===== config.mk =====
export PLATFORM = sky130hd
export DESIGN_NAME = servo_smoothing_mapper
export DESIGN_NICKNAME = d
export VERILOG_FILES = /design/src/rtl/ssm_pkg.sv /design/src/rtl/ssm_div.sv /design/src/rtl/ssm_front.sv /design/src/rtl/ssm_back.sv /design/src/rtl/servo_smoothing_mapper.sv
export SDC_FILE = /design/constraint.sdc
export NUM_CORES = 2
export LEC_CHECK = 0
export ABC_AREA = 1
export BUFFER_PORTS_ARGS = -buffer_cell sky130_fd_sc_hd__buf_2
export CORE_MARGIN = 3
export CORE_UTILIZATION = 28
export CTS_BUF_LIST = sky130_fd_sc_hd__clkbuf_8
export DETAILED_ROUTE_END_ITERATION = 8
export HOLD_SLACK_MARGIN = 0.05
export PLACE_DENSITY = 0.49
export SETUP_SLACK_MARGIN = 0.2
export SYNTH_ARGS = -nofsm -noshare
export SYNTH_HDL_FRONTEND = slang
export SYNTH_SLANG_ARGS = --single-unit

===== constraint.sdc =====
create_clock -name clk -period 12.85 [get_ports clk]
set_input_delay 2.57 -clock clk [delete_from_list [all_inputs] [get_ports clk]]
set_output_delay 2.57 -clock clk [all_outputs]
set_load 0.005 [all_outputs]

===== src/rtl/ssm_pkg.sv =====
// Shared types and constants for the servo smoothing mapper.
// Holds the configuration struct, operation and register codes, and the
// classified item that travels from the front end to the back end.
package ssm_pkg;

  // Field widths fixed by the interface.
  localparam int STATE_W    = 20;
  localparam int SAMPLE_W   = 10;
  localparam int PULSE_W    = 12;
  localparam int BYTE_W     = 8;
  localparam int WEIGHT_W   = 8;
  localparam int CH_W       = 4;
  localparam int EN_W       = 16;
  localparam int OP_W       = 2;
  localparam int DEN_W      = 10;
  localparam int CFG_IDX_W  = 3;
  localparam int CFG_DATA_W = 16;

  // Operation codes of an input item.
  localparam logic [OP_W-1:0] OP_LIVE   = 2'd0;
  localparam logic [OP_W-1:0] OP_RECORD = 2'd1;
  localparam logic [OP_W-1:0] OP_PLAY   = 2'd2;
  localparam logic [OP_W-1:0] OP_UNUSED = 2'd3;

  // Configuration register indexes.
  localparam logic [CFG_IDX_W-1:0] REG_INPUT_LOW      = 3'd0;
  localparam logic [CFG_IDX_W-1:0] REG_INPUT_HIGH     = 3'd1;
  localparam logic [CFG_IDX_W-1:0] REG_PULSE_LOW      = 3'd2;
  localparam logic [CFG_IDX_W-1:0] REG_PULSE_HIGH     = 3'd3;
  localparam logic [CFG_IDX_W-1:0] REG_INVERT_DIR     = 3'd4;
  localparam logic [CFG_IDX_W-1:0] REG_SMOOTH_WEIGHT  = 3'd5;
  localparam logic [CFG_IDX_W-1:0] REG_CHANNEL_ENABLE = 3'd6;

  // Reset values of the configuration registers.
  localparam logic [SAMPLE_W-1:0] RST_INPUT_LOW  = 10'd0;
  localparam logic [SAMPLE_W-1:0] RST_INPUT_HIGH = 10'd1023;
  localparam logic [PULSE_W-1:0]  RST_PULSE_LOW  = 12'd150;
  localparam logic [PULSE_W-1:0]  RST_PULSE_HIGH = 12'd600;

  // Saturation limits.
  localparam logic [PULSE_W-1:0] PULSE_MAX = 12'd4095;
  localparam logic [BYTE_W-1:0]  BYTE_MAX  = 8'd255;

  typedef struct packed {
    logic [SAMPLE_W-1:0] input_low;
    logic [SAMPLE_W-1:0] input_high;
    logic [PULSE_W-1:0]  pulse_low;
    logic [PULSE_W-1:0]  pulse_high;
    logic                invert_dir;
    logic [WEIGHT_W-1:0] smooth_weight;
    logic [EN_W-1:0]     channel_enable;
  } cfg_t;

  typedef enum logic [1:0] {
    KIND_LIVE,
    KIND_RECORD,
    KIND_PLAY
  } kind_t;

  // A classified item. When pos_ready is set, value already holds the
  // position byte; otherwise it holds the clamped reading minus input_low.
  typedef struct packed {
    kind_t               kind;
    logic [CH_W-1:0]     channel;
    logic                pos_ready;
    logic [SAMPLE_W-1:0] value;
  } item_t;

endpackage


===== src/rtl/ssm_div.sv =====
// Iterative unsigned divider, two quotient bits per cycle.
// Used by the back end for every map and smoothing division; needs no package.
module ssm_div #(
  parameter int NUM_W = 32,
  parameter int DEN_W = 10
) (
  input  logic             clk,
  input  logic             rst_n,
  input  logic             start,
  input  logic [NUM_W-1:0] num,
  input  logic [DEN_W-1:0] den,
  output logic             done,
  output logic [NUM_W-1:0] quo
);

  localparam int STEPS = NUM_W / 2;
  localparam int CNT_W = $clog2(STEPS + 1);

  logic             busy_r;
  logic             done_r;
  logic [CNT_W-1:0] cnt_r;
  logic [DEN_W:0]   rem_r;
  logic [NUM_W-1:0] quo_r;
  logic [DEN_W-1:0] den_r;
  logic [DEN_W:0]   rem_nxt;
  logic [NUM_W-1:0] quo_nxt;

  // Two restoring steps: shift in the next numerator bit, subtract if it fits.
  always_comb begin
    rem_nxt = rem_r;
    quo_nxt = quo_r;
    for (int i = 0; i < 2; i++) begin
      rem_nxt = {rem_nxt[DEN_W-1:0], quo_nxt[NUM_W-1]};
      quo_nxt = {quo_nxt[NUM_W-2:0], 1'b0};
      if (rem_nxt >= {1'b0, den_r}) begin
        rem_nxt    = rem_nxt - {1'b0, den_r};
        quo_nxt[0] = 1'b1;
      end
    end
  end

  // Control: step counter and completion pulse.
  always_ff @(posedge clk) begin
    if (!rst_n) begin
      busy_r <= 1'b0;
      done_r <= 1'b0;
      cnt_r  <= '0;
    end else begin
      done_r <= 1'b0;
      if (start) begin
        busy_r <= 1'b1;
        cnt_r  <= '0;
      end else if (busy_r) begin
        cnt_r <= cnt_r + CNT_W'(1);
        if (cnt_r == CNT_W'(STEPS - 1)) begin
          busy_r <= 1'b0;
          done_r <= 1'b1;
        end
      end
    end
  end

  // Datapath: the quotient register doubles as the numerator shifter.
  always_ff @(posedge clk) begin
    if (start) begin
      rem_r <= '0;
      quo_r <= num;
      den_r <= den;
    end else if (busy_r) begin
      rem_r <= rem_nxt;
      quo_r <= quo_nxt;
    end
  end

  assign done = done_r;
  assign quo  = quo_r;

endmodule


===== src/rtl/ssm_front.sv =====
// Front end of the servo smoothing mapper: accepts input items, drops the
// ignored ones, clamps and classifies the rest into a two-entry queue.
// Depends on ssm_pkg.
module ssm_front #(
  parameter int CHANNELS = 16
) (
  input  logic                         clk,
  input  logic                         rst_n,
  input  ssm_pkg::cfg_t                cfg,
  input  logic                         in_push,
  output logic                         in_full,
  input  logic [ssm_pkg::OP_W-1:0]     in_operation,
  input  logic [ssm_pkg::CH_W-1:0]     in_channel,
  input  logic [ssm_pkg::SAMPLE_W-1:0] in_sample,
  output ssm_pkg::item_t               q_item,
  output logic                         q_valid,
  input  logic                         q_pop
);

  logic                         keep;
  logic                         q_push;
  logic [ssm_pkg::SAMPLE_W-1:0] xc;
  ssm_pkg::item_t               item_nxt;
  ssm_pkg::item_t               ent_r [2];
  logic                         wptr_r;
  logic                         rptr_r;
  logic [1:0]                   cnt_r;
  logic [1:0]                   cnt_nxt;

  // Unused operation, out-of-range or disabled channel: no result at all.
  assign keep = (in_operation != ssm_pkg::OP_UNUSED) &&
                (32'(in_channel) < CHANNELS) &&
                cfg.channel_enable[in_channel];

  // Clamp tests the lower bound first, then the upper bound.
  always_comb begin
    if (in_sample < cfg.input_low) begin
      xc = cfg.input_low;
    end else if (in_sample > cfg.input_high) begin
      xc = cfg.input_high;
    end else begin
      xc = in_sample;
    end
  end

  // Classify: settle the position here when no division is needed.
  always_comb begin
    item_nxt.channel   = in_channel;
    item_nxt.pos_ready = 1'b1;
    item_nxt.value     = '0;
    case (in_operation)
      ssm_pkg::OP_LIVE:   item_nxt.kind = ssm_pkg::KIND_LIVE;
      ssm_pkg::OP_RECORD: item_nxt.kind = ssm_pkg::KIND_RECORD;
      default:            item_nxt.kind = ssm_pkg::KIND_PLAY;
    endcase
    if (in_operation == ssm_pkg::OP_PLAY) begin
      // A stored byte above 255 saturates.
      if (in_sample > ssm_pkg::SAMPLE_W'(ssm_pkg::BYTE_MAX)) begin
        item_nxt.value = ssm_pkg::SAMPLE_W'(ssm_pkg::BYTE_MAX);
      end else begin
        item_nxt.value = in_sample;
      end
    end else if (cfg.input_low == cfg.input_high) begin
      // Equal bounds map to position zero.
      item_nxt.value = '0;
    end else if (cfg.input_low > cfg.input_high) begin
      // Reversed bounds: clamped to the lower bound gives 0, else 255.
      if (in_sample < cfg.input_low) begin
        item_nxt.value = '0;
      end else begin
        item_nxt.value = ssm_pkg::SAMPLE_W'(ssm_pkg::BYTE_MAX);
      end
    end else begin
      item_nxt.pos_ready = 1'b0;
      item_nxt.value     = xc - cfg.input_low;
    end
  end

  assign q_push  = in_push && !in_full && keep;
  assign in_full = (cnt_r == 2'd2);
  assign q_valid = (cnt_r != 2'd0);
  assign q_item  = ent_r[rptr_r];

  always_comb begin
    cnt_nxt = cnt_r;
    if (q_push && !q_pop) begin
      cnt_nxt = cnt_r + 2'd1;
    end else if (!q_push && q_pop) begin
      cnt_nxt = cnt_r - 2'd1;
    end
  end

  // Queue pointers and fill count.
  always_ff @(posedge clk) begin
    if (!rst_n) begin
      wptr_r <= 1'b0;
      rptr_r <= 1'b0;
      cnt_r  <= 2'd0;
    end else begin
      if (q_push) begin
        wptr_r <= ~wptr_r;
      end
      if (q_pop) begin
        rptr_r <= ~rptr_r;
      end
      cnt_r <= cnt_nxt;
    end
  end

  // Queue entries.
  always_ff @(posedge clk) begin
    if (q_push) begin
      ent_r[wptr_r] <= item_nxt;
    end
  end

endmodule


===== src/rtl/ssm_back.sv =====
// Back end of the servo smoothing mapper: a sequencer that runs the position
// map, pulse map and smoothing divisions on one shared divider, keeps the
// per-channel smoothed values and holds the result register.
// Depends on ssm_pkg and ssm_div.
module ssm_back #(
  parameter int CHANNELS  = 16,
  parameter int FRAC_BITS = 8
) (
  input  logic                        clk,
  input  logic                        rst_n,
  input  ssm_pkg::cfg_t               cfg,
  input  ssm_pkg::item_t              q_item,
  input  logic                        q_valid,
  output logic                        q_pop,
  output logic                        out_empty,
  input  logic                        out_pop,
  output logic [ssm_pkg::CH_W-1:0]    out_channel,
  output logic [ssm_pkg::PULSE_W-1:0] out_pulse_width,
  output logic [ssm_pkg::BYTE_W-1:0]  out_recorded_byte,
  output logic                        out_record_valid
);

  localparam int SW     = ssm_pkg::STATE_W;
  localparam int PW     = ssm_pkg::PULSE_W;
  localparam int BW     = ssm_pkg::BYTE_W;
  localparam int WW     = ssm_pkg::WEIGHT_W;
  localparam int DW     = ssm_pkg::DEN_W;
  localparam int CH_IW  = (CHANNELS > 1) ? $clog2(CHANNELS) : 1;
  localparam int PX_W   = (SW - FRAC_BITS > BW) ? SW - FRAC_BITS : BW;
  localparam int MAP_W  = PX_W + PW;
  localparam int FIX_W  = PW + FRAC_BITS;
  localparam int PROD_W = SW + WW;
  localparam int SM_W   = ((FIX_W > PROD_W) ? FIX_W : PROD_W) + 1;
  localparam int BY_W   = ssm_pkg::SAMPLE_W + BW;
  localparam int MX_W   = (MAP_W > SM_W) ? MAP_W : SM_W;
  localparam int RAW_W  = (MX_W > BY_W) ? MX_W : BY_W;
  localparam int DIV_W  = RAW_W + (RAW_W % 2);

  typedef enum logic [2:0] {
    ST_IDLE,
    ST_POS,
    ST_POS_WAIT,
    ST_PL_GO,
    ST_PL_WAIT,
    ST_SM_GO,
    ST_SM_WAIT,
    ST_DONE
  } state_t;

  state_t                        state_r, state_nxt;
  ssm_pkg::kind_t                kind_r, kind_nxt;
  logic [ssm_pkg::CH_W-1:0]      ch_r, ch_nxt;
  logic                          pos_ready_r, pos_ready_nxt;
  logic [ssm_pkg::SAMPLE_W-1:0]  val_r, val_nxt;
  logic [BW-1:0]                 pos_r, pos_nxt;
  logic [BW-1:0]                 byte_r, byte_nxt;
  logic [PW-1:0]                 pulse_r, pulse_nxt;
  logic [PX_W-1:0]               plx_r, plx_nxt;
  logic                          out_valid_r, out_valid_nxt;
  logic [ssm_pkg::CH_W-1:0]      out_ch_r, out_ch_nxt;
  logic [PW-1:0]                 out_pulse_r, out_pulse_nxt;
  logic [BW-1:0]                 out_byte_r, out_byte_nxt;
  logic                          out_rec_r, out_rec_nxt;

  logic [SW-1:0]                 sm_mem [CHANNELS];
  logic [SW-1:0]                 rd_r;
  logic [CHANNELS-1:0]           vld_r;
  logic                          mem_we;
  logic [CH_IW-1:0]              ch_idx;

  logic                          div_start;
  logic [DIV_W-1:0]              div_num;
  logic [DW-1:0]                 div_den;
  logic                          div_done;
  logic [DIV_W-1:0]              div_q;

  logic [PW-1:0]                 plo;
  logic [PW-1:0]                 phi;
  logic                          pneg;
  logic [PW-1:0]                 pmag;
  logic [PW-1:0]                 pl_val;
  logic [DIV_W:0]                pl_sum;
  logic [SW-1:0]                 old_v;
  logic [SW-1:0]                 sm_new;
  logic [SW-1:0]                 sm_int;
  logic [PW-1:0]                 sm_pulse;
  logic [BW-1:0]                 div_byte;
  logic [PW-1:0]                 fix_src;
  logic [FIX_W-1:0]              fix_v;

  ssm_div #(
    .NUM_W (DIV_W),
    .DEN_W (DW)
  ) u_div (
    .clk   (clk),
    .rst_n (rst_n),
    .start (div_start),
    .num   (div_num),
    .den   (div_den),
    .done  (div_done),
    .quo   (div_q)
  );

  assign ch_idx = CH_IW'(ch_r);

  // Pulse range endpoints, swapped when inverted, and the signed span.
  assign plo  = cfg.invert_dir ? cfg.pulse_high : cfg.pulse_low;
  assign phi  = cfg.invert_dir ? cfg.pulse_low : cfg.pulse_high;
  assign pneg = (phi < plo);
  assign pmag = pneg ? (plo - phi) : (phi - plo);

  // Pulse map result: endpoint plus or minus the quotient, saturated.
  assign pl_sum = (DIV_W + 1)'(plo) + {1'b0, div_q};
  always_comb begin
    if (pneg) begin
      if (div_q > DIV_W'(plo)) begin
        pl_val = '0;
      end else begin
        pl_val = plo - PW'(div_q);
      end
    end else if (pl_sum > (DIV_W + 1)'(ssm_pkg::PULSE_MAX)) begin
      pl_val = ssm_pkg::PULSE_MAX;
    end else begin
      pl_val = PW'(pl_sum);
    end
  end

  // Smoothing operands and result.
  assign old_v    = vld_r[ch_idx] ? rd_r : '0;
  assign fix_src  = (kind_r == ssm_pkg::KIND_LIVE) ? PW'(pos_r) : pulse_r;
  assign fix_v    = FIX_W'(fix_src) << FRAC_BITS;
  assign sm_new   = div_q[SW-1:0];
  assign sm_int   = sm_new >> FRAC_BITS;
  assign sm_pulse = (sm_int > SW'(ssm_pkg::PULSE_MAX)) ? ssm_pkg::PULSE_MAX : PW'(sm_int);
  assign div_byte = BW'(div_q);

  // Divider operands per sequencer step.
  always_comb begin
    div_start = 1'b0;
    div_num   = '0;
    div_den   = '0;
    case (state_r)
      ST_POS: begin
        if (!pos_ready_r) begin
          div_start = 1'b1;
          div_num   = DIV_W'((BY_W'(val_r) << BW) - BY_W'(val_r));
          div_den   = DW'(cfg.input_high - cfg.input_low);
        end
      end
      ST_PL_GO: begin
        div_start = 1'b1;
        div_num   = DIV_W'(MAP_W'(plx_r) * MAP_W'(pmag));
        div_den   = DW'(ssm_pkg::BYTE_MAX);
      end
      ST_SM_GO: begin
        div_start = 1'b1;
        div_num   = DIV_W'(fix_v) +
                    DIV_W'(PROD_W'(old_v) * PROD_W'(cfg.smooth_weight));
        div_den   = DW'(cfg.smooth_weight) + DW'(1);
      end
      default: begin
      end
    endcase
  end

  // Sequencer next-state and datapath register updates.
  always_comb begin
    state_nxt     = state_r;
    kind_nxt      = kind_r;
    ch_nxt        = ch_r;
    pos_ready_nxt = pos_ready_r;
    val_nxt       = val_r;
    pos_nxt       = pos_r;
    byte_nxt      = byte_r;
    pulse_nxt     = pulse_r;
    plx_nxt       = plx_r;
    out_valid_nxt = out_valid_r && !out_pop;
    out_ch_nxt    = out_ch_r;
    out_pulse_nxt = out_pulse_r;
    out_byte_nxt  = out_byte_r;
    out_rec_nxt   = out_rec_r;
    q_pop         = 1'b0;
    mem_we        = 1'b0;
    case (state_r)
      ST_IDLE: begin
        if (q_valid) begin
          q_pop         = 1'b1;
          kind_nxt      = q_item.kind;
          ch_nxt        = q_item.channel;
          pos_ready_nxt = q_item.pos_ready;
          val_nxt       = q_item.value;
          byte_nxt      = '0;
          state_nxt     = ST_POS;
        end
      end
      ST_POS: begin
        if (pos_ready_r) begin
          pos_nxt = BW'(val_r);
          plx_nxt = PX_W'(BW'(val_r));
          if (kind_r == ssm_pkg::KIND_RECORD) begin
            byte_nxt = BW'(val_r);
          end
          state_nxt = (kind_r == ssm_pkg::KIND_LIVE) ? ST_SM_GO : ST_PL_GO;
        end else begin
          state_nxt = ST_POS_WAIT;
        end
      end
      ST_POS_WAIT: begin
        if (div_done) begin
          pos_nxt = div_byte;
          plx_nxt = PX_W'(div_byte);
          if (kind_r == ssm_pkg::KIND_RECORD) begin
            byte_nxt = div_byte;
          end
          state_nxt = (kind_r == ssm_pkg::KIND_LIVE) ? ST_SM_GO : ST_PL_GO;
        end
      end
      ST_PL_GO: begin
        state_nxt = ST_PL_WAIT;
      end
      ST_PL_WAIT: begin
        if (div_done) begin
          pulse_nxt = pl_val;
          state_nxt = (kind_r == ssm_pkg::KIND_LIVE) ? ST_DONE : ST_SM_GO;
        end
      end
      ST_SM_GO: begin
        state_nxt = ST_SM_WAIT;
      end
      ST_SM_WAIT: begin
        if (div_done) begin
          mem_we = 1'b1;
          if (kind_r == ssm_pkg::KIND_LIVE) begin
            // Live mode maps the integer part of the smoothed position.
            plx_nxt   = PX_W'(sm_int);
            state_nxt = ST_PL_GO;
          end else begin
            pulse_nxt = sm_pulse;
            state_nxt = ST_DONE;
          end
        end
      end
      ST_DONE: begin
        if (!out_valid_r || out_pop) begin
          out_valid_nxt = 1'b1;
          out_ch_nxt    = ch_r;
          out_pulse_nxt = pulse_r;
          out_byte_nxt  = byte_r;
          out_rec_nxt   = (kind_r == ssm_pkg::KIND_RECORD);
          state_nxt     = ST_IDLE;
        end
      end
      default: begin
        state_nxt = ST_IDLE;
      end
    endcase
  end

  // Sequencer state, working registers and the result register.
  always_ff @(posedge clk) begin
    if (!rst_n) begin
      state_r     <= ST_IDLE;
      out_valid_r <= 1'b0;
      vld_r       <= '0;
    end else begin
      state_r     <= state_nxt;
      out_valid_r <= out_valid_nxt;
      if (mem_we) begin
        vld_r[ch_idx] <= 1'b1;
      end
    end
    kind_r      <= kind_nxt;
    ch_r        <= ch_nxt;
    pos_ready_r <= pos_ready_nxt;
    val_r       <= val_nxt;
    pos_r       <= pos_nxt;
    byte_r      <= byte_nxt;
    pulse_r     <= pulse_nxt;
    plx_r       <= plx_nxt;
    out_ch_r    <= out_ch_nxt;
    out_pulse_r <= out_pulse_nxt;
    out_byte_r  <= out_byte_nxt;
    out_rec_r   <= out_rec_nxt;
  end

  // Smoothed-value memory; read when an item is taken from the queue.
  always_ff @(posedge clk) begin
    if (q_pop) begin
      rd_r <= sm_mem[CH_IW'(q_item.channel)];
    end
    if (mem_we) begin
      sm_mem[ch_idx] <= sm_new;
    end
  end

  assign out_empty         = !out_valid_r;
  assign out_channel       = out_ch_r;
  assign out_pulse_width   = out_pulse_r;
  assign out_recorded_byte = out_byte_r;
  assign out_record_valid  = out_rec_r;

endmodule


===== src/rtl/servo_smoothing_mapper.sv =====
// Servo smoothing mapper top level: configuration registers, front end, back end.
// Live and record items run three divisions (position map, pulse map, smoothing) on the
// shared divider of width D (30 at the default FRAC_BITS); play items and equal or reversed
// input bounds skip the position division. The back end takes a new item only after the
// last result is in the result register; dropped items never enter the queue.
// Reset clears the input queue, result register and per-channel valid bits; configuration defaults.
module servo_smoothing_mapper #(
  parameter int CHANNELS  = 16,
  parameter int FRAC_BITS = 8
) (
  input  logic                           clk,
  input  logic                           rst_n,
  input  logic                           in_push,
  output logic                           in_full,
  input  logic [ssm_pkg::OP_W-1:0]       in_operation,
  input  logic [ssm_pkg::CH_W-1:0]       in_channel,
  input  logic [ssm_pkg::SAMPLE_W-1:0]   in_sample,
  output logic                           out_empty,
  input  logic                           out_pop,
  output logic [ssm_pkg::CH_W-1:0]       out_channel,
  output logic [ssm_pkg::PULSE_W-1:0]    out_pulse_width,
  output logic [ssm_pkg::BYTE_W-1:0]     out_recorded_byte,
  output logic                           out_record_valid,
  input  logic                           cfg_valid,
  output logic                           cfg_ready,
  input  logic [ssm_pkg::CFG_IDX_W-1:0]  cfg_index,
  input  logic [ssm_pkg::CFG_DATA_W-1:0] cfg_data
);

  ssm_pkg::cfg_t  cfg_r;
  ssm_pkg::item_t q_item;
  logic           q_valid;
  logic           q_pop;

  assign cfg_ready = 1'b1;

  // Configuration registers; writes to unknown indexes are ignored.
  always_ff @(posedge clk) begin
    if (!rst_n) begin
      cfg_r.input_low      <= ssm_pkg::RST_INPUT_LOW;
      cfg_r.input_high     <= ssm_pkg::RST_INPUT_HIGH;
      cfg_r.pulse_low      <= ssm_pkg::RST_PULSE_LOW;
      cfg_r.pulse_high     <= ssm_pkg::RST_PULSE_HIGH;
      cfg_r.invert_dir     <= 1'b0;
      cfg_r.smooth_weight  <= '0;
      cfg_r.channel_enable <= '0;
    end else if (cfg_valid && cfg_ready) begin
      case (cfg_index)
        ssm_pkg::REG_INPUT_LOW:      cfg_r.input_low <= cfg_data[ssm_pkg::SAMPLE_W-1:0];
        ssm_pkg::REG_INPUT_HIGH:     cfg_r.input_high <= cfg_data[ssm_pkg::SAMPLE_W-1:0];
        ssm_pkg::REG_PULSE_LOW:      cfg_r.pulse_low <= cfg_data[ssm_pkg::PULSE_W-1:0];
        ssm_pkg::REG_PULSE_HIGH:     cfg_r.pulse_high <= cfg_data[ssm_pkg::PULSE_W-1:0];
        ssm_pkg::REG_INVERT_DIR:     cfg_r.invert_dir <= cfg_data[0];
        ssm_pkg::REG_SMOOTH_WEIGHT:  cfg_r.smooth_weight <= cfg_data[ssm_pkg::WEIGHT_W-1:0];
        ssm_pkg::REG_CHANNEL_ENABLE: cfg_r.channel_enable <= cfg_data[ssm_pkg::EN_W-1:0];
        default: begin
        end
      endcase
    end
  end

  ssm_front #(
    .CHANNELS (CHANNELS)
  ) u_front (
    .clk          (clk),
    .rst_n        (rst_n),
    .cfg          (cfg_r),
    .in_push      (in_push),
    .in_full      (in_full),
    .in_operation (in_operation),
    .in_channel   (in_channel),
    .in_sample    (in_sample),
    .q_item       (q_item),
    .q_valid      (q_valid),
    .q_pop        (q_pop)
  );

  ssm_back #(
    .CHANNELS  (CHANNELS),
    .FRAC_BITS (FRAC_BITS)
  ) u_back (
    .clk               (clk),
    .rst_n             (rst_n),
    .cfg               (cfg_r),
    .q_item            (q_item),
    .q_valid           (q_valid),
    .q_pop             (q_pop),
    .out_empty         (out_empty),
    .out_pop           (out_pop),
    .out_channel       (out_channel),
    .out_pulse_width   (out_pulse_width),
    .out_recorded_byte (out_recorded_byte),
    .out_record_valid  (out_record_valid)
  );

  // A waiting result that is not from record mode carries no position byte.
  a_byte_only_on_record: assert property (@(posedge clk) disable iff (!rst_n)
    (!out_empty && !out_record_valid) |-> (out_recorded_byte == '0))
    else $error("recorded byte set on a result outside record mode");

  // Every result belongs to an enabled channel in range.
  a_result_channel_enabled: assert property (@(posedge clk) disable iff (!rst_n)
    !out_empty |-> (cfg_r.channel_enable[out_channel] && (32'(out_channel) < CHANNELS)))
    else $error("result produced for a disabled or out-of-range channel");

  // An item with the unused operation never takes a queue slot.
  a_dropped_no_fill: assert property (@(posedge clk) disable iff (!rst_n)
    (in_push && !in_full && (in_operation == ssm_pkg::OP_UNUSED)) |=> !$rose(in_full))
    else $error("ignored item filled the input queue");

endmodule


; ---- Yosys cells after proc, flatten, opt, wreduce, memory -nomap -nowiden
; Memories as Yosys holds them, arrays and structs flattened. A register that Yosys moved wholly into a read port is not among the register bits.
; Cells that the tools add are included.
[word_totals]
register_bits = 231
in_bits = 40
output_inout_bits = 28
memories = 2
wordCells = 222
mem_bits_rw = 354
[op_classes]
order_cmp = 13
bitwise = 5
muxes = 84
n_addsub = 14
reduce_logical = 41
n_eq_ne = 30
multipliers = 2
[mem_list]
columns = name, words, word_bits, read_ports, rd_ports_with_merged_regs, write_ports, line
row1 = u_back.sm_mem, 16, 20, 1, 1, 1, ssm_back.sv:65  ; logic [SW-1:0] sm_mem [CHANNELS];
row2 = u_front.ent_r, 2, 17, 1, 1, 1, ssm_front.sv:24  ; ssm_pkg::item_t ent_r [2];
[op_table]
columns = op, count
row1 = 12-bit 2-to-1 mux, 15
row2 = 10-bit 2-to-1 mux, 9
row3 = 30-bit 2-to-1 mux, 3
row4 = 30-bit one-hot mux with 3 select lines, 1
row5 = 8-bit 2-to-1 mux, 8
row6 = 10-bit subtractor, 4
row7 = 12-bit one-hot mux with 3 select lines, 1
row8 = 12-bit subtractor, 3
row9 = 12-bit by 30-bit adder with 31-bit output, 1
row10 = 31-bit by 12-bit > comparator with 1-bit output (second input constant), 1
row11 = 30-bit by 12-bit > comparator with 1-bit output, 1
row12 = 10-bit one-hot mux with 3 select lines, 1
row13 = 20-bit by 28-bit adder with 29-bit output, 1
row14 = 20-bit by 8-bit multiplier with 28-bit output, 1
row15 = 1-bit 2-to-1 mux, 25
row16 = 12-bit by 12-bit multiplier with 24-bit output, 1
row17 = 3-bit 2-to-1 mux, 8
row18 = 12-bit one-hot mux with 2 select lines, 1
row19 = 3-bit one-hot mux with 8 select lines, 1
row20 = 8-bit one-hot mux with 3 select lines, 1
row21 = 11-bit by 10-bit greater-or-equal comparator with 1-bit output, 2
row22 = 3-bit == test (second input constant), 7
row23 = 10-bit > comparator, 2
row24 = 20-bit 2-to-1 mux, 1
row25 = 41 further kinds, 90

; ---- Depth between registers and ports, before layout
[logic_depth]
depth_word = 8
mapped_depth = 41
mapped_depth_nobuf = 39

; ---- Hierarchy
; Synthesis repeated with hierarchy kept, for this count alone.
[unflattened]
hier_cells = 4729
area_unflattened_um2 = 42064.1
[by_module_without_submodules]
columns = module, area_per_inst_um2, cells_per_inst, n_inst, seq_area_each_um2
row1 = ssm_back, 32457.4, 3478, 1, 13072.5
row2 = ssm_div, 3649.8, 468, 1, 1521.5
row3 = ssm_front, 3238.1, 394, 1, 1121.1
row4 = servo_smoothing_mapper, 2718.9, 389, 1, 1381.3

; ---- Least setup slack after synthesis
; No wires, ideal clock.
[synth_path]
path_type = reg-to-reg
from = register cfg_r[24] in the netlist's numbering
to = register u_back.u_div.quo_r[20], in the netlist u_back.u_div.quo[20], data pin
setup_time_ns = 0.276
slack_ns = 5.534
required_ns = 12.574
n_path_buf = 2
synth_period_minus_slack_ns = 7.316
arrival_ns = 7.040
path_stages_with_launch = 35
path_cell_list = dfxtp_1 -> buf_2 -> clkbuf_1 -> o21ai_0 -> inv_1 -> ha_1 -> nand2_1 -> nand2_1 -> a31oi_1 -> inv_1 -> a21oi_1 -> o21ai_0 -> xor2_1 -> nand2_1 -> nand2_1 -> inv_1 -> nand2_1 -> fa_1 -> fa_1 -> inv_1 -> fa_1 -> fa_1 -> inv_1 -> fa_1 -> inv_1 -> ha_1 -> a21oi_1 -> o21ai_0 -> inv_1 -> o21ai_0 -> a21oi_1 -> o21ai_0 -> or2_2 -> nand2_1 -> o2111ai_1
[synth_via]
elab_chain_len = 6
elab_cells_between_ends = 9
classes_between = 2 x add/sub / 1 x mul / 1 x order compare / 5 x mux
[synth_rtl]
columns = element, line
row1 = from (decl), servo_smoothing_mapper.sv:30  ; ssm_pkg::cfg_t cfg_r;
row2 = "12-bit 2-to-1 mux, on equally long branches", "ssm_back.sv:108, ssm_back.sv:107"
row3 = 12-bit subtractor or 12-bit < comparator (tied branches), "ssm_back.sv:110, ssm_back.sv:109"
row4 = 12-bit 2-to-1 mux (*), ssm_back.sv:110  ; assign pmag = pneg ? (plo - phi) : (phi - plo);
row5 = 12-bit by 12-bit multiplier with 24-bit output (*), ssm_back.sv:152  ; div_num = DIV_W'(MAP_W'(plx_r) * MAP_W'(pmag));
row6 = 30-bit one-hot mux with 3 select lines (*), ssm_back.sv:142  ; case (state_r)
row7 = 30-bit 2-to-1 mux (*), ssm_div.sv:65  ; if (start) begin
row8 = to (signal assigned), ssm_div.sv:67  ; quo_r <= num;
row9 = to (signal assigned), ssm_div.sv:71  ; quo_r <= quo_nxt;
row10 = to (decl), ssm_div.sv:23  ; logic [NUM_W-1:0] quo_r;
; Every way passes the cells marked *; elsewhere a longest branch is shown, timed or not.
; A chain may end at the register's enable or synchronous reset.

; ---- Worst setup path after layout
; Ends and elaborated chain as after synthesis.

==> flow_summary.ini <==
[yosys]
synth_edf_count = 496
synth_fp_nets = 5112
ys_seq_elements = 606
synthFlopType = edfxtp_1
synth_cells = 4600
yosysWarnings = 0
async_reset_ff_share_pct = 0
ys_seq_area_share_pct = 41.9
synth.avg_cell_area_um2 = 8.87
netlist_area_um2 = 40800
ys_types = 61

[cts]
htree_num_levels = 3
cts_tree = yes
cts-resized-gates = 0
numCtsBuffers = 101
cts.sinks = 606
cts_root_buffer = clkbuf_8
clkLatencyLatePin_ns = 0.79
ctsHoldBuffers = 0
cts.clk_slew.worst_paths_ns = 0.06
post-cts-setup-buffers = 0
clock_path_buffers = 3

[worst_setup_path]
crit_start = cfg_r[24]
end_kind = flip-flop
cp_slowest_cell = o21ai_0
path_class = reg2reg
rr_worst_depth = 33
cpMostUsedCell = inv_1
cp_max_fo = 48
arrival_ns = 8.91
r2r_slack_ns = 4.41
required_ns = 13.32
worstReg2RegStart = cfg_r[24]
start_kind = flip-flop
cpPeakStageDelay_ns = 0.71

[drt]
via_count = 31800
drtIter0Drc = 2274
first_pass_iters = 5
route.detailed.drc = 0
drtAntennaViolNets = 0
wl_per_cell_um = 19.7
drt_wl_total_um = 131000
viasPerCell = 4.77

[placement]
placed_cells = 6473
dpl.hpwl_um = 97400
gp_routability_congestion = 0.937
port_buffers = 66

[global_routing]
grt_util_all_layers_pct = 17.3
antenna_found_initial = 5
grt_first_pass_wirelength_um = 198000
grt_pass1_vias = 31400
grt_max_degree = 171
gr-total-overflow = 0

[layout]
multi_input_area_um2 = 20100
layout_common_cells = nand2_1 (839), inv_1 (827), edfxtp_1 (496)
final_cells = 6662
n_fill_cell = 15100
seq_area_um2 = 17100
area_growth_pct = 11.5
layout_commonest_cell = nand2_1
layout-drive-gt1-share_pct = 7.65
final_nets = 5185

[timing]
finalSetupTns_ns = 0
finalCriticalPeriod_ns = 8.44
min_period_over_period_pct = 65.7
setup_viol = 0
worst_pin_slew_ns = 1.15
fmax_mhz = 118
drv_slew = 0
slew_headroom_pct = 23.5
hold_violations = 0
finalClockSkew_ns = 0.0490
rsz0062_at_grt = false

[die]
start_util_pct = 28.3
die_w_um = 388
core_area_um2 = 144000
num_rows = 139
fp.dieH_um = 388
pin_count = 68
die_area_um2 = 150000

[min_path]
hold_start = cfg_r[5]
hp-class = reg2reg
whs_path_depth = 2

[status]
status = complete, no violations

[flow_run]
cap_violations = 0
-- kinds of logic after synthesis --
group / synth area share, %
AND/OR/NAND/NOR: 15.4
flip-flops: 41.9
AO/OA/AOI/OAI: 12.8
adder cells (fa/ha/maj): 18.7
buffers and inverters: 9.09
other: 0.00919
XOR/XNOR: 1.39
multiplexers: 0.706
-- worst paths after layout --
check / endpoint
setup / recovery: u_back.u_div.quo[20]
hold / removal: cfg_r[5]
setup reg to reg: u_back.u_div.quo[20]
hold reg to reg: cfg_r[5]
-- metal layers --
layer	wire, um	part of all wire, %	global-route usage (%)	vias up
li1	-	-	-	15300
met1	61900	47	24.4	15500
met2	58600	45	27.4	838
met3	7450	5.7	2.40	175
met4	3310	2.5	5.29	2
met5	12	0.0091	0	-
-- through the flow --
step	hold WS (ns)	setup WS, ns	utilization (%)	instance area [um^2]
5_1_grt	0.466	3.74	31.5	45500
4_1_cts	0.450	4.37	31.5	45500
3_5_place_dp	0.420	4.43	30.1	43400
3_3_place_gp	0.433	4.50	30.1	43400
2_1_floorplan	0.400	5.53	-	40800
6_report	0.452	4.41	31.5	45500
-- worst max-delay path, delay by kind of cell (launching register included) --
kind                       cells  cell delay [ns]
and+or+nand+nor                7             0.89
adders and majority gates      7             3.26
buffers and inverters          8             1.20
AOI/OAI and AO/OA             10             2.27
DFF                            1             0.31
xor gates and xnor gates       1             0.16
-- flip-flops by register name (all words and copies together), names as in the netlist, 2 cells and up, named ones only --
name,cells
u_back.u_div.den_r,10
cfg_r,69
u_back.state_r,3
u_back.u_div.quo,30
u_back.kind_r,2
u_front.ent_r,34
u_back.ch_idx,4
u_back.u_div.cnt_r,4
u_back.pos_r,8
u_back.rd_r,20
u_back.byte_r,8
u_back.vld_r,16
u_back.out_channel,4
u_back.val_r,10
u_back.sm_mem,320
u_back.u_div.rem_r,10
u_front.cnt_r,2
u_back.plx_r,12
u_back.out_pulse_width,12
u_back.pulse_r,12
u_back.out_recorded_byte,8
-- cell usage after synthesis, types with 5 or more instances --
cell | count | area share, %
buf_2 | 21 | 0.26
or2_2 | 15 | 0.23
ha_1 | 243 | 7.5
nor2_2 | 6 | 0.092
clkinv_1 | 10 | 0.092
edfxtp_1 | 496 | 37
fa_1 | 229 | 11
nand4_1 | 32 | 0.49
o2111ai_1 | 12 | 0.26
xnor2_1 | 12 | 0.26
mux2_2 | 14 | 0.39
a211oi_1 | 8 | 0.15
nand2_1 | 839 | 7.7
a221oi_1 | 5 | 0.11
nand3_1 | 198 | 2.4
buf_1 | 10 | 0.092
a31oi_1 | 16 | 0.25
o221ai_1 | 20 | 0.43
o21ai_1 | 8 | 0.098
o21bai_1 | 10 | 0.18
o211ai_1 | 81 | 1.5
nor3_1 | 33 | 0.40
mux2i_1 | 13 | 0.32
inv_1 | 789 | 7.3
dfxtp_1 | 110 | 5.4
a22oi_1 | 10 | 0.18
nor2_1 | 370 | 3.4
o31ai_1 | 6 | 0.11
a21oi_1 | 349 | 4.3
nand3_2 | 12 | 0.29
a21o_1 | 10 | 0.18
clkbuf_1 | 124 | 1.1
inv_2 | 18 | 0.17
o21ai_0 | 371 | 4.6
xor2_1 | 49 | 1.1
-- layout make-up --
class,count,area share [%]
clock buffer,113,3.42
antenna,3,0.0165
sequential,606,37.6
clock inverter,73,1.05
tap,1903,5.24
timing repair buffer,129,1.77
multi-input combinational,3018,44.2
inverter,817,6.75
Power is left out: the tool's default activity adds up to more than one toggle a clock period on the data nets, which glitch-free logic cannot reach.
